$ cat src/sv/mcnm_pkg.sv
// Shared types and constants for the marker corner nearest-match block.
// No dependencies; imported by every module of the block.
`default_nettype none

package mcnm_pkg;

  localparam int MAX_POINTS_DEF = 64;
  localparam int COORD_BITS     = 11;
  localparam int OUT_W          = COORD_BITS + 2;   // signed predicted corner
  localparam int DX_W           = COORD_BITS + 3;   // signed coordinate difference
  localparam int SQ_W           = 2 * DX_W;         // one squared difference
  localparam int DIST_W         = SQ_W + 1;         // sum of two squares
  localparam int THRESH_W       = 26;
  localparam int INDEX_OUT_W    = 6;
  localparam int CMD_W          = 2;

  localparam logic [THRESH_W-1:0] THRESH_RESET = THRESH_W'(1500);

  typedef enum logic [CMD_W-1:0] {
    CMD_CLEAR  = 2'd0,
    CMD_APPEND = 2'd1,
    CMD_QUERY  = 2'd2,
    CMD_NONE   = 2'd3
  } cmd_t;

  typedef struct packed {
    logic [COORD_BITS-1:0] y;
    logic [COORD_BITS-1:0] x;
  } point_t;

  // scan control from the sequencer to each distance unit
  typedef struct packed {
    logic start;   // new query: forget the previous best
    logic valid;   // read data of the point memory is live this cycle
  } scan_ctl_t;

endpackage

`default_nettype wire

$ cat src/sv/mcnm_point_mem.sv
// Candidate point memory: one write port, one synchronous read port.
// Depends on mcnm_pkg (point_t).
`default_nettype none

module mcnm_point_mem #(
  parameter int DEPTH = mcnm_pkg::MAX_POINTS_DEF,
  parameter int AW    = 6
) (
  input  wire logic            clk,
  input  wire logic            we,
  input  wire logic [AW-1:0]   waddr,
  input  wire mcnm_pkg::point_t wdata,
  input  wire logic            re,
  input  wire logic [AW-1:0]   raddr,
  output mcnm_pkg::point_t     rdata
);
  import mcnm_pkg::*;

  point_t mem [DEPTH];

  always_ff @(posedge clk) begin
    if (we) begin
      mem[waddr] <= wdata;
    end
  end

  always_ff @(posedge clk) begin
    if (re) begin
      rdata <= mem[raddr];
    end
  end

endmodule

`default_nettype wire

$ cat src/sv/mcnm_dist_unit.sv
// Squared-distance stage and running best-match tracker for one predicted corner.
// Depends on mcnm_pkg (point_t, scan_ctl_t, widths).
`default_nettype none

module mcnm_dist_unit #(
  parameter int AW = 6
) (
  input  wire logic                              clk,
  input  wire logic                              rst,
  input  wire mcnm_pkg::scan_ctl_t               ctl,
  input  wire logic [AW-1:0]                     rd_index,
  input  wire mcnm_pkg::point_t                  rd_pt,
  input  wire logic signed [mcnm_pkg::OUT_W-1:0] px,
  input  wire logic signed [mcnm_pkg::OUT_W-1:0] py,
  input  wire logic [mcnm_pkg::THRESH_W-1:0]     thresh,
  output logic                                   busy,
  output logic                                   found,
  output logic [AW-1:0]                          best_index,
  output mcnm_pkg::point_t                       best_pt
);
  import mcnm_pkg::*;

  logic signed [DX_W-1:0] dx;
  logic signed [DX_W-1:0] dy;
  logic signed [SQ_W-1:0] sq_x_c;
  logic signed [SQ_W-1:0] sq_y_c;

  // stage A: registered squares
  logic            a_valid;
  logic [AW-1:0]   a_index;
  point_t          a_pt;
  logic [SQ_W-1:0] sq_x;
  logic [SQ_W-1:0] sq_y;

  logic [DIST_W-1:0] dist_sum;
  logic [DIST_W-1:0] best_dist;
  logic              take;

  assign dx = DX_W'(px) - $signed({2'b00, rd_pt.x});
  assign dy = DX_W'(py) - $signed({2'b00, rd_pt.y});
  assign sq_x_c = dx * dx;
  assign sq_y_c = dy * dy;

  always_ff @(posedge clk) begin
    if (rst) begin
      a_valid <= 1'b0;
    end else begin
      a_valid <= ctl.valid;
    end
  end

  always_ff @(posedge clk) begin
    a_index <= rd_index;
    a_pt    <= rd_pt;
    sq_x    <= unsigned'(sq_x_c);
    sq_y    <= unsigned'(sq_y_c);
  end

  // strict compares keep the lowest index on a tie
  assign dist_sum = DIST_W'(sq_x) + DIST_W'(sq_y);
  assign take = a_valid && (dist_sum < DIST_W'(thresh)) && (!found || dist_sum < best_dist);

  always_ff @(posedge clk) begin
    if (rst) begin
      found <= 1'b0;
    end else if (ctl.start) begin
      found <= 1'b0;
    end else if (take) begin
      found <= 1'b1;
    end
  end

  always_ff @(posedge clk) begin
    if (take) begin
      best_dist  <= dist_sum;
      best_index <= a_index;
      best_pt    <= a_pt;
    end
  end

  assign busy = a_valid;

endmodule

`default_nettype wire

$ cat src/sv/marker_corner_nearest_match.sv
// Marker corner nearest match: clear and append requests update the list when accepted.
// A query scans all N stored points before its result (an empty list skips the scan);
// the scan reads one point per cycle through the single read port of the point memory.
// One request is in work at a time; a new request is taken while a result waits.
// Reset (synchronous, active high) empties the list, clears the drop flag and sets
// max_dist_sq to 1500; point memory contents are not cleared.
`default_nettype none

module marker_corner_nearest_match #(
  parameter int MAX_POINTS = mcnm_pkg::MAX_POINTS_DEF
) (
  input  wire logic                                    clk,
  input  wire logic                                    rst,
  // configuration
  input  wire logic                                    cfg_wr_en,
  input  wire logic [mcnm_pkg::THRESH_W-1:0]           cfg_wr_data,
  // request channel
  input  wire logic                                    in_valid,
  output logic                                         in_ready,
  input  wire logic [mcnm_pkg::CMD_W-1:0]              command,
  input  wire logic [mcnm_pkg::COORD_BITS-1:0]         first_x,
  input  wire logic [mcnm_pkg::COORD_BITS-1:0]         first_y,
  input  wire logic [mcnm_pkg::COORD_BITS-1:0]         second_x,
  input  wire logic [mcnm_pkg::COORD_BITS-1:0]         second_y,
  // result channel
  output logic                                         out_valid,
  input  wire logic                                    out_ready,
  output logic signed [mcnm_pkg::OUT_W-1:0]            minus_x,
  output logic signed [mcnm_pkg::OUT_W-1:0]            minus_y,
  output logic signed [mcnm_pkg::OUT_W-1:0]            plus_x,
  output logic signed [mcnm_pkg::OUT_W-1:0]            plus_y,
  output logic                                         minus_found,
  output logic                                         plus_found,
  output logic [mcnm_pkg::INDEX_OUT_W-1:0]             minus_index,
  output logic [mcnm_pkg::INDEX_OUT_W-1:0]             plus_index,
  output logic                                         pair_complete,
  output logic                                         points_dropped
);
  import mcnm_pkg::*;

  localparam int AW = (MAX_POINTS > 1) ? $clog2(MAX_POINTS) : 1;   // memory address
  localparam int CW = $clog2(MAX_POINTS + 1);                       // fill count

  typedef enum logic [3:0] {
    ST_IDLE   = 4'b0001,
    ST_SCAN   = 4'b0010,   // one memory read per cycle
    ST_DRAIN  = 4'b0100,   // wait for the read and distance stages to empty
    ST_FINISH = 4'b1000    // load the result register once it is free
  } state_t;

  state_t state;
  state_t state_next;

  logic [THRESH_W-1:0] max_dist_sq;
  logic [CW-1:0]       count;
  logic                overflow;
  logic [CW-1:0]       cnt;        // scan position

  logic   accept;
  cmd_t   cmd;
  logic   mem_we;
  logic   mem_re;
  point_t rd_pt;
  logic   rd_valid;
  logic [AW-1:0] rd_index;
  scan_ctl_t     ctl;
  logic          out_free;

  // predicted corners
  logic signed [OUT_W-1:0] ctr_x, ctr_y, nrm_x, nrm_y;
  logic signed [OUT_W-1:0] pm_x, pm_y, pp_x, pp_y;

  // unit results
  logic          busy_m, busy_p;
  logic          found_m, found_p;
  logic [AW-1:0] idx_m, idx_p;
  point_t        pt_m, pt_p;

  // halve with truncation toward zero
  function automatic logic signed [OUT_W-1:0] half_tz(input logic signed [OUT_W-1:0] v);
    logic signed [OUT_W-1:0] adj;
    adj = v + OUT_W'(v[OUT_W-1]);
    return adj >>> 1;
  endfunction

  assign accept   = in_valid && in_ready;
  assign cmd      = cmd_t'(command);
  assign in_ready = (state == ST_IDLE);
  assign out_free = !out_valid || out_ready;

  // center: sum of two unsigned coordinates is never negative, a shift halves it.
  // normal = ((Cy-Ay)/2, (Ax-Cx)/2)
  always_comb begin
    ctr_x = (OUT_W'(first_x) + OUT_W'(second_x)) >>> 1;
    ctr_y = (OUT_W'(first_y) + OUT_W'(second_y)) >>> 1;
    nrm_x = half_tz(OUT_W'(second_y) - OUT_W'(first_y));
    nrm_y = half_tz(OUT_W'(first_x) - OUT_W'(second_x));
  end

  always_ff @(posedge clk) begin
    if (accept && cmd == CMD_QUERY) begin
      pm_x <= ctr_x - nrm_x;
      pm_y <= ctr_y - nrm_y;
      pp_x <= ctr_x + nrm_x;
      pp_y <= ctr_y + nrm_y;
    end
  end

  // threshold register
  always_ff @(posedge clk) begin
    if (rst) begin
      max_dist_sq <= THRESH_RESET;
    end else if (cfg_wr_en) begin
      max_dist_sq <= cfg_wr_data;
    end
  end

  // list fill count and drop flag; an append on a full list only sets the flag
  assign mem_we = accept && cmd == CMD_APPEND && count < CW'(MAX_POINTS);

  always_ff @(posedge clk) begin
    if (rst) begin
      count    <= '0;
      overflow <= 1'b0;
    end else if (accept) begin
      unique case (cmd)
        CMD_CLEAR: begin
          count    <= '0;
          overflow <= 1'b0;
        end
        CMD_APPEND: begin
          if (count < CW'(MAX_POINTS)) begin
            count <= count + CW'(1);
          end else begin
            overflow <= 1'b1;
          end
        end
        CMD_QUERY, CMD_NONE: begin
        end
        default: begin
        end
      endcase
    end
  end

  // sequencer
  always_comb begin
    state_next = state;
    unique case (state)
      ST_IDLE: begin
        if (accept && cmd == CMD_QUERY) begin
          state_next = (count == '0) ? ST_DRAIN : ST_SCAN;
        end
      end
      ST_SCAN: begin
        if (cnt + CW'(1) == count) begin
          state_next = ST_DRAIN;
        end
      end
      ST_DRAIN: begin
        if (!rd_valid && !busy_m && !busy_p) begin
          state_next = ST_FINISH;
        end
      end
      ST_FINISH: begin
        if (out_free) begin
          state_next = ST_IDLE;
        end
      end
      default: state_next = ST_IDLE;
    endcase
  end

  always_ff @(posedge clk) begin
    if (rst) begin
      state <= ST_IDLE;
    end else begin
      state <= state_next;
    end
  end

  always_ff @(posedge clk) begin
    if (rst) begin
      cnt <= '0;
    end else if (accept) begin
      cnt <= '0;
    end else if (state == ST_SCAN) begin
      cnt <= cnt + CW'(1);
    end
  end

  assign mem_re = (state == ST_SCAN);

  // read tag travels beside the memory's registered read data
  always_ff @(posedge clk) begin
    if (rst) begin
      rd_valid <= 1'b0;
    end else begin
      rd_valid <= mem_re;
    end
  end

  always_ff @(posedge clk) begin
    rd_index <= cnt[AW-1:0];
  end

  assign ctl.start = accept && cmd == CMD_QUERY;
  assign ctl.valid = rd_valid;

  mcnm_point_mem #(
    .DEPTH (MAX_POINTS),
    .AW    (AW)
  ) u_mem (
    .clk   (clk),
    .we    (mem_we),
    .waddr (count[AW-1:0]),
    .wdata ({first_y, first_x}),
    .re    (mem_re),
    .raddr (cnt[AW-1:0]),
    .rdata (rd_pt)
  );

  mcnm_dist_unit #(
    .AW (AW)
  ) u_minus (
    .clk        (clk),
    .rst        (rst),
    .ctl        (ctl),
    .rd_index   (rd_index),
    .rd_pt      (rd_pt),
    .px         (pm_x),
    .py         (pm_y),
    .thresh     (max_dist_sq),
    .busy       (busy_m),
    .found      (found_m),
    .best_index (idx_m),
    .best_pt    (pt_m)
  );

  mcnm_dist_unit #(
    .AW (AW)
  ) u_plus (
    .clk        (clk),
    .rst        (rst),
    .ctl        (ctl),
    .rd_index   (rd_index),
    .rd_pt      (rd_pt),
    .px         (pp_x),
    .py         (pp_y),
    .thresh     (max_dist_sq),
    .busy       (busy_p),
    .found      (found_p),
    .best_index (idx_p),
    .best_pt    (pt_p)
  );

  // result register; a miss reports the prediction and index zero
  always_ff @(posedge clk) begin
    if (rst) begin
      out_valid <= 1'b0;
    end else if (state == ST_FINISH && out_free) begin
      out_valid <= 1'b1;
    end else if (out_ready) begin
      out_valid <= 1'b0;
    end
  end

  always_ff @(posedge clk) begin
    if (state == ST_FINISH && out_free) begin
      minus_x        <= found_m ? OUT_W'(pt_m.x) : pm_x;
      minus_y        <= found_m ? OUT_W'(pt_m.y) : pm_y;
      plus_x         <= found_p ? OUT_W'(pt_p.x) : pp_x;
      plus_y         <= found_p ? OUT_W'(pt_p.y) : pp_y;
      minus_found    <= found_m;
      plus_found     <= found_p;
      minus_index    <= found_m ? INDEX_OUT_W'(idx_m) : '0;
      plus_index     <= found_p ? INDEX_OUT_W'(idx_p) : '0;
      pair_complete  <= found_m && found_p;
      points_dropped <= overflow;
    end
  end

  // the scan never reads at or beyond the fill count
  a_scan_in_range: assert property (@(posedge clk) disable iff (rst)
    state == ST_SCAN |-> cnt < count)
    else $error("scan address beyond fill count");

  // the fill count never passes capacity
  a_count_cap: assert property (@(posedge clk) disable iff (rst)
    count <= CW'(MAX_POINTS))
    else $error("fill count above capacity");

  // a dropped point means the list is full
  a_drop_full: assert property (@(posedge clk) disable iff (rst)
    overflow |-> count == CW'(MAX_POINTS))
    else $error("drop flag set on a list that is not full");

  // a new result only comes out of the finish step
  a_result_src: assert property (@(posedge clk) disable iff (rst)
    $rose(out_valid) |-> $past(state == ST_FINISH))
    else $error("result raised outside the finish step");

  // no read data is in flight once the sequencer leaves drain
  a_drain_empty: assert property (@(posedge clk) disable iff (rst)
    state == ST_FINISH |-> !rd_valid && !busy_m && !busy_p)
    else $error("distance pipeline not empty at finish");

endmodule

`default_nettype wire
$ cat config.mk
export PLATFORM = sky130hd
export DESIGN_NAME = marker_corner_nearest_match
export DESIGN_NICKNAME = d
export VERILOG_FILES = /design/src/sv/mcnm_pkg.sv /design/src/sv/mcnm_point_mem.sv /design/src/sv/mcnm_dist_unit.sv /design/src/sv/marker_corner_nearest_match.sv
export SDC_FILE = /design/constraint.sdc
export NUM_CORES = 2
export LEC_CHECK = 0
export BUFFER_PORTS_ARGS = -buffer_cell sky130_fd_sc_hd__buf_2
export CORE_MARGIN = 2
export CORE_UTILIZATION = 45
export CTS_CLUSTER_DIAMETER = 50
export DETAILED_ROUTE_END_ITERATION = 10
export GPL_ROUTABILITY_DRIVEN = 0
export RECOVER_POWER = 100
export REMOVE_ABC_BUFFERS = 1
export SLEW_MARGIN = 20
export SYNTH_ARGS = -nofsm -noshare
export SYNTH_HDL_FRONTEND = slang
export SYNTH_SLANG_ARGS = --single-unit
$ cat constraint.sdc
create_clock -name clk -period 8.5 [get_ports clk]
set_input_delay 1.7 -clock clk [delete_from_list [all_inputs] [get_ports clk]]
set_output_delay 1.7 -clock clk [all_outputs]
set_load 0.02 [all_outputs]
==> results.md <==
- Status: complete, but fails checks
- Worst-Skew Late Latency: 0.85 ns
- DIE AREA: 233000 um^2
- Seq/Total Area, Yosys: 52.0%
- Top Ports: 147
- Most frequent cells in the layout: 1662 x edfxtp_1, 1091 x inv_1, 709 x fa_1
- DP Area: 109000 um^2
- CTS max path bufs: 3
- Critical Path Slowest Stage Cell: fa_1
- Root Buffer: clkbuf_16
- Initial antenna violation count: 27
- #FFs+latches synth: 1852
- Slew margin rel.: -147%
- Most common library cell in the layout ignoring fill and taps: edfxtp_1
- Fill cells: 19400
- Iter 0 DRT Violations: 4960
- Synthesized area: 103000 um^2
- Final core utilization: 50.6%
- GRT Total Usage: 23.1%
- Post-Synthesis Cells: 7098
- Synthesis-to-layout area growth: 11.7%
- Chip Height: 483 um
- EDFF count, synth: 1662
- Area leader, netlist: edfxtp_1
- Post-route ant nets: 0
- Number of global-route vias before repair: 61300
- Crit-path max cell delay: 0.58 ns
- Sink Count: 1852
- Largest net degree at the start of global routing: 137
- Top cells by area, synth: edfxtp_1 48%, fa_1 14%, mux4_2 10%
- Tightest Pin Transition: 3.71 ns
- Crit. End Element: flop
- Period utilisation layout: 96.1%
- Main flop type after synthesis: edfxtp_1
- DR WL/cell: 25.2 um
- CTS buffer count: 204
- Failing checks: capacitance limit, slew limit
- DRC Markers: 0
- Crit path kind: reg -> reg
- Final global-route overflow total: 0
- Hold WC Path Type: reg -> reg
- Top cell type's share of synthesized area: 48.3%
- Initial Utilization: 45.3%
- Vias: 58700
- Worst EP required: 9.23 ns
- Cell row count: 175
- Fin area: 115000 um^2
- Vias per cell: 5.50
- CP Max Fanout: 9
- RSZ-0062 raised after global routing: yes
- Critical Path Source Type: flop
- Share of cells above drive strength 1: 14.2%
- Final count of hold timing violations: 0
- Worst clock skew: 0.0617 ns
- Layout Nets: 8815
- Post-DP HPWL: 187 mm
- TritonCTS clock tree: built
- Hold_buf cts: 0
- Core area: 228000 um^2
- Final WL: 269 mm
- Worst EP arrival: 8.90 ns
- Max-slew violation count: 3489
- CTS H-tree lvls: 4
- Fmax: 122 MHz
- CP most frequent cell: fa_1
- Wire length of the first global-routing pass: 397 mm
- Worst-path clk slew: 0.06 ns
- Setup violators final: 0
- Maxcap violations: 106
- DR pass1 iterations: 6
- Warnings, synthesis: 0
- Yosys cell types: 88
- Die span in x: 483 um
- Final min period: 8.17 ns
- Port Buf Inserts: 146
- Syn Area/Cell: 14.5 um^2
- Asr flop ratio synth: 0%
## cell usage after synthesis (all sizes together) (10+ instances only)
cell type  count
xnor2        217
inv         1105
a21oi        201
edfxtp      1662
a211oi        28
nand2        292
buf           54
o21a          52
mux2i         23
or3           17
nor3          61
mux2          39
nor2         495
o211ai        17
o21bai        44
and2          56
o31ai         11
fa           709
clkinv        16
xor2         108
nor4          10
clkbuf       133
ha           548
or2           11
o21ai        117
nand3         51
nor2b         58
dfxtp        190
mux4         462
nand4         29
a21o         100
nand2b        34
and3          23
a31oi         23
## metrics by stage
stage	setup TNS [ns]	setup slack, ns	instances	hold WS [ns]
after global placement	0	0.309	10300	0.316
after detailed placement	0	0.138	10300	0.330
after CTS	0	0.102	10700	0.348
after global routing	-0.123	-0.0750	10700	0.365
final	0	0.330	10700	0.347
after floorplan	-243.08	-8.17	6914	0.310
## path summary, 6_finish.rpt
path / endpoint / from / cells past startpoint / slack, ns
setup / recovery: u_plus.sq_y[27]$_DFF_P_ / pm_y[0]$_DFFE_PP_ / 29 / 0.33
hold / removal: u_plus.a_pt[21]$_DFF_P_ / u_mem.rdata[21]$_DFFE_PP_ / 0 / 0.35
setup reg to reg: u_plus.sq_y[27]$_DFF_P_ / pm_y[0]$_DFFE_PP_ / 29 / 0.33
hold reg to reg: u_plus.a_pt[21]$_DFF_P_ / u_mem.rdata[21]$_DFFE_PP_ / 0 / 0.35
## flip-flops by register name (all words and copies together) (netlist names), 26 cells and up
name / count
u_plus.sq_y: 27
u_minus.best_dist: 29
u_minus.sq_x: 27
u_minus.sq_y: 26
u_mem.mem: 1408
max_dist_sq: 26
u_plus.best_dist: 29
u_plus.sq_x: 26
## worst max-delay path, delay by kind of cell (launching register included)
| family | cells | cell delay [ns] |
|---|---|---|
| buffers and inverters | 5 | 0.35 |
| flip-flops | 1 | 0.37 |
| XOR/XNOR | 1 | 0.26 |
| AO/OA/AOI/OAI | 10 | 2.41 |
| AND/OR/NAND/NOR | 4 | 0.85 |
| adder cells (fa/ha/maj) | 9 | 3.82 |
## routing by layer
layer	routed length, um	up-vias	share of wire [%]	global-route usage (%)
met3	15100	392	5.6	3.05
met4	9820	4	3.6	7.86
met1	107000	30600	40	29.9
met2	137000	1788	51	40.1
li1	-	25900	-	-
met5	22	-	0.0082	0
## area by class of cell
| cell class | instances | area, um^2 | share of cell area, % |
|---|---|---|---|
| clock inverter | 129 | 1420 | 1.23 |
| inverter | 1121 | 4210 | 3.65 |
| multi-input combinational | 3941 | 44900 | 38.9 |
| clock buffer | 248 | 5420 | 4.70 |
| antenna | 12 | 30.0 | 0.0260 |
| tap | 3009 | 3760 | 3.26 |
| sequential | 1852 | 53700 | 46.6 |
| timing repair buffer | 361 | 1880 | 1.63 |
## what timing repair did
action | 4_1_cts | 5_1_grt
endpoints found under the hold margin | 0 | 0
resized for setup | 0 | 41
endpoints found under the setup margin | 0 | 22
setup buffers | 0 | 5
## logic make-up after synthesis
logic type                 share of synthesized area (%)
and+or+nand+nor                                     5.12
muxes                                               10.7
AOI/OAI and AO/OA                                   4.20
xor gates and xnor gates                            2.79
DFF                                                 52.0
buffers and inverters                               4.77
adders and majority gates                           20.4
other                                            0.00363
Power is left out: the tool's default activity adds up to more than one toggle a clock period on the data nets, which glitch-free logic cannot reach.
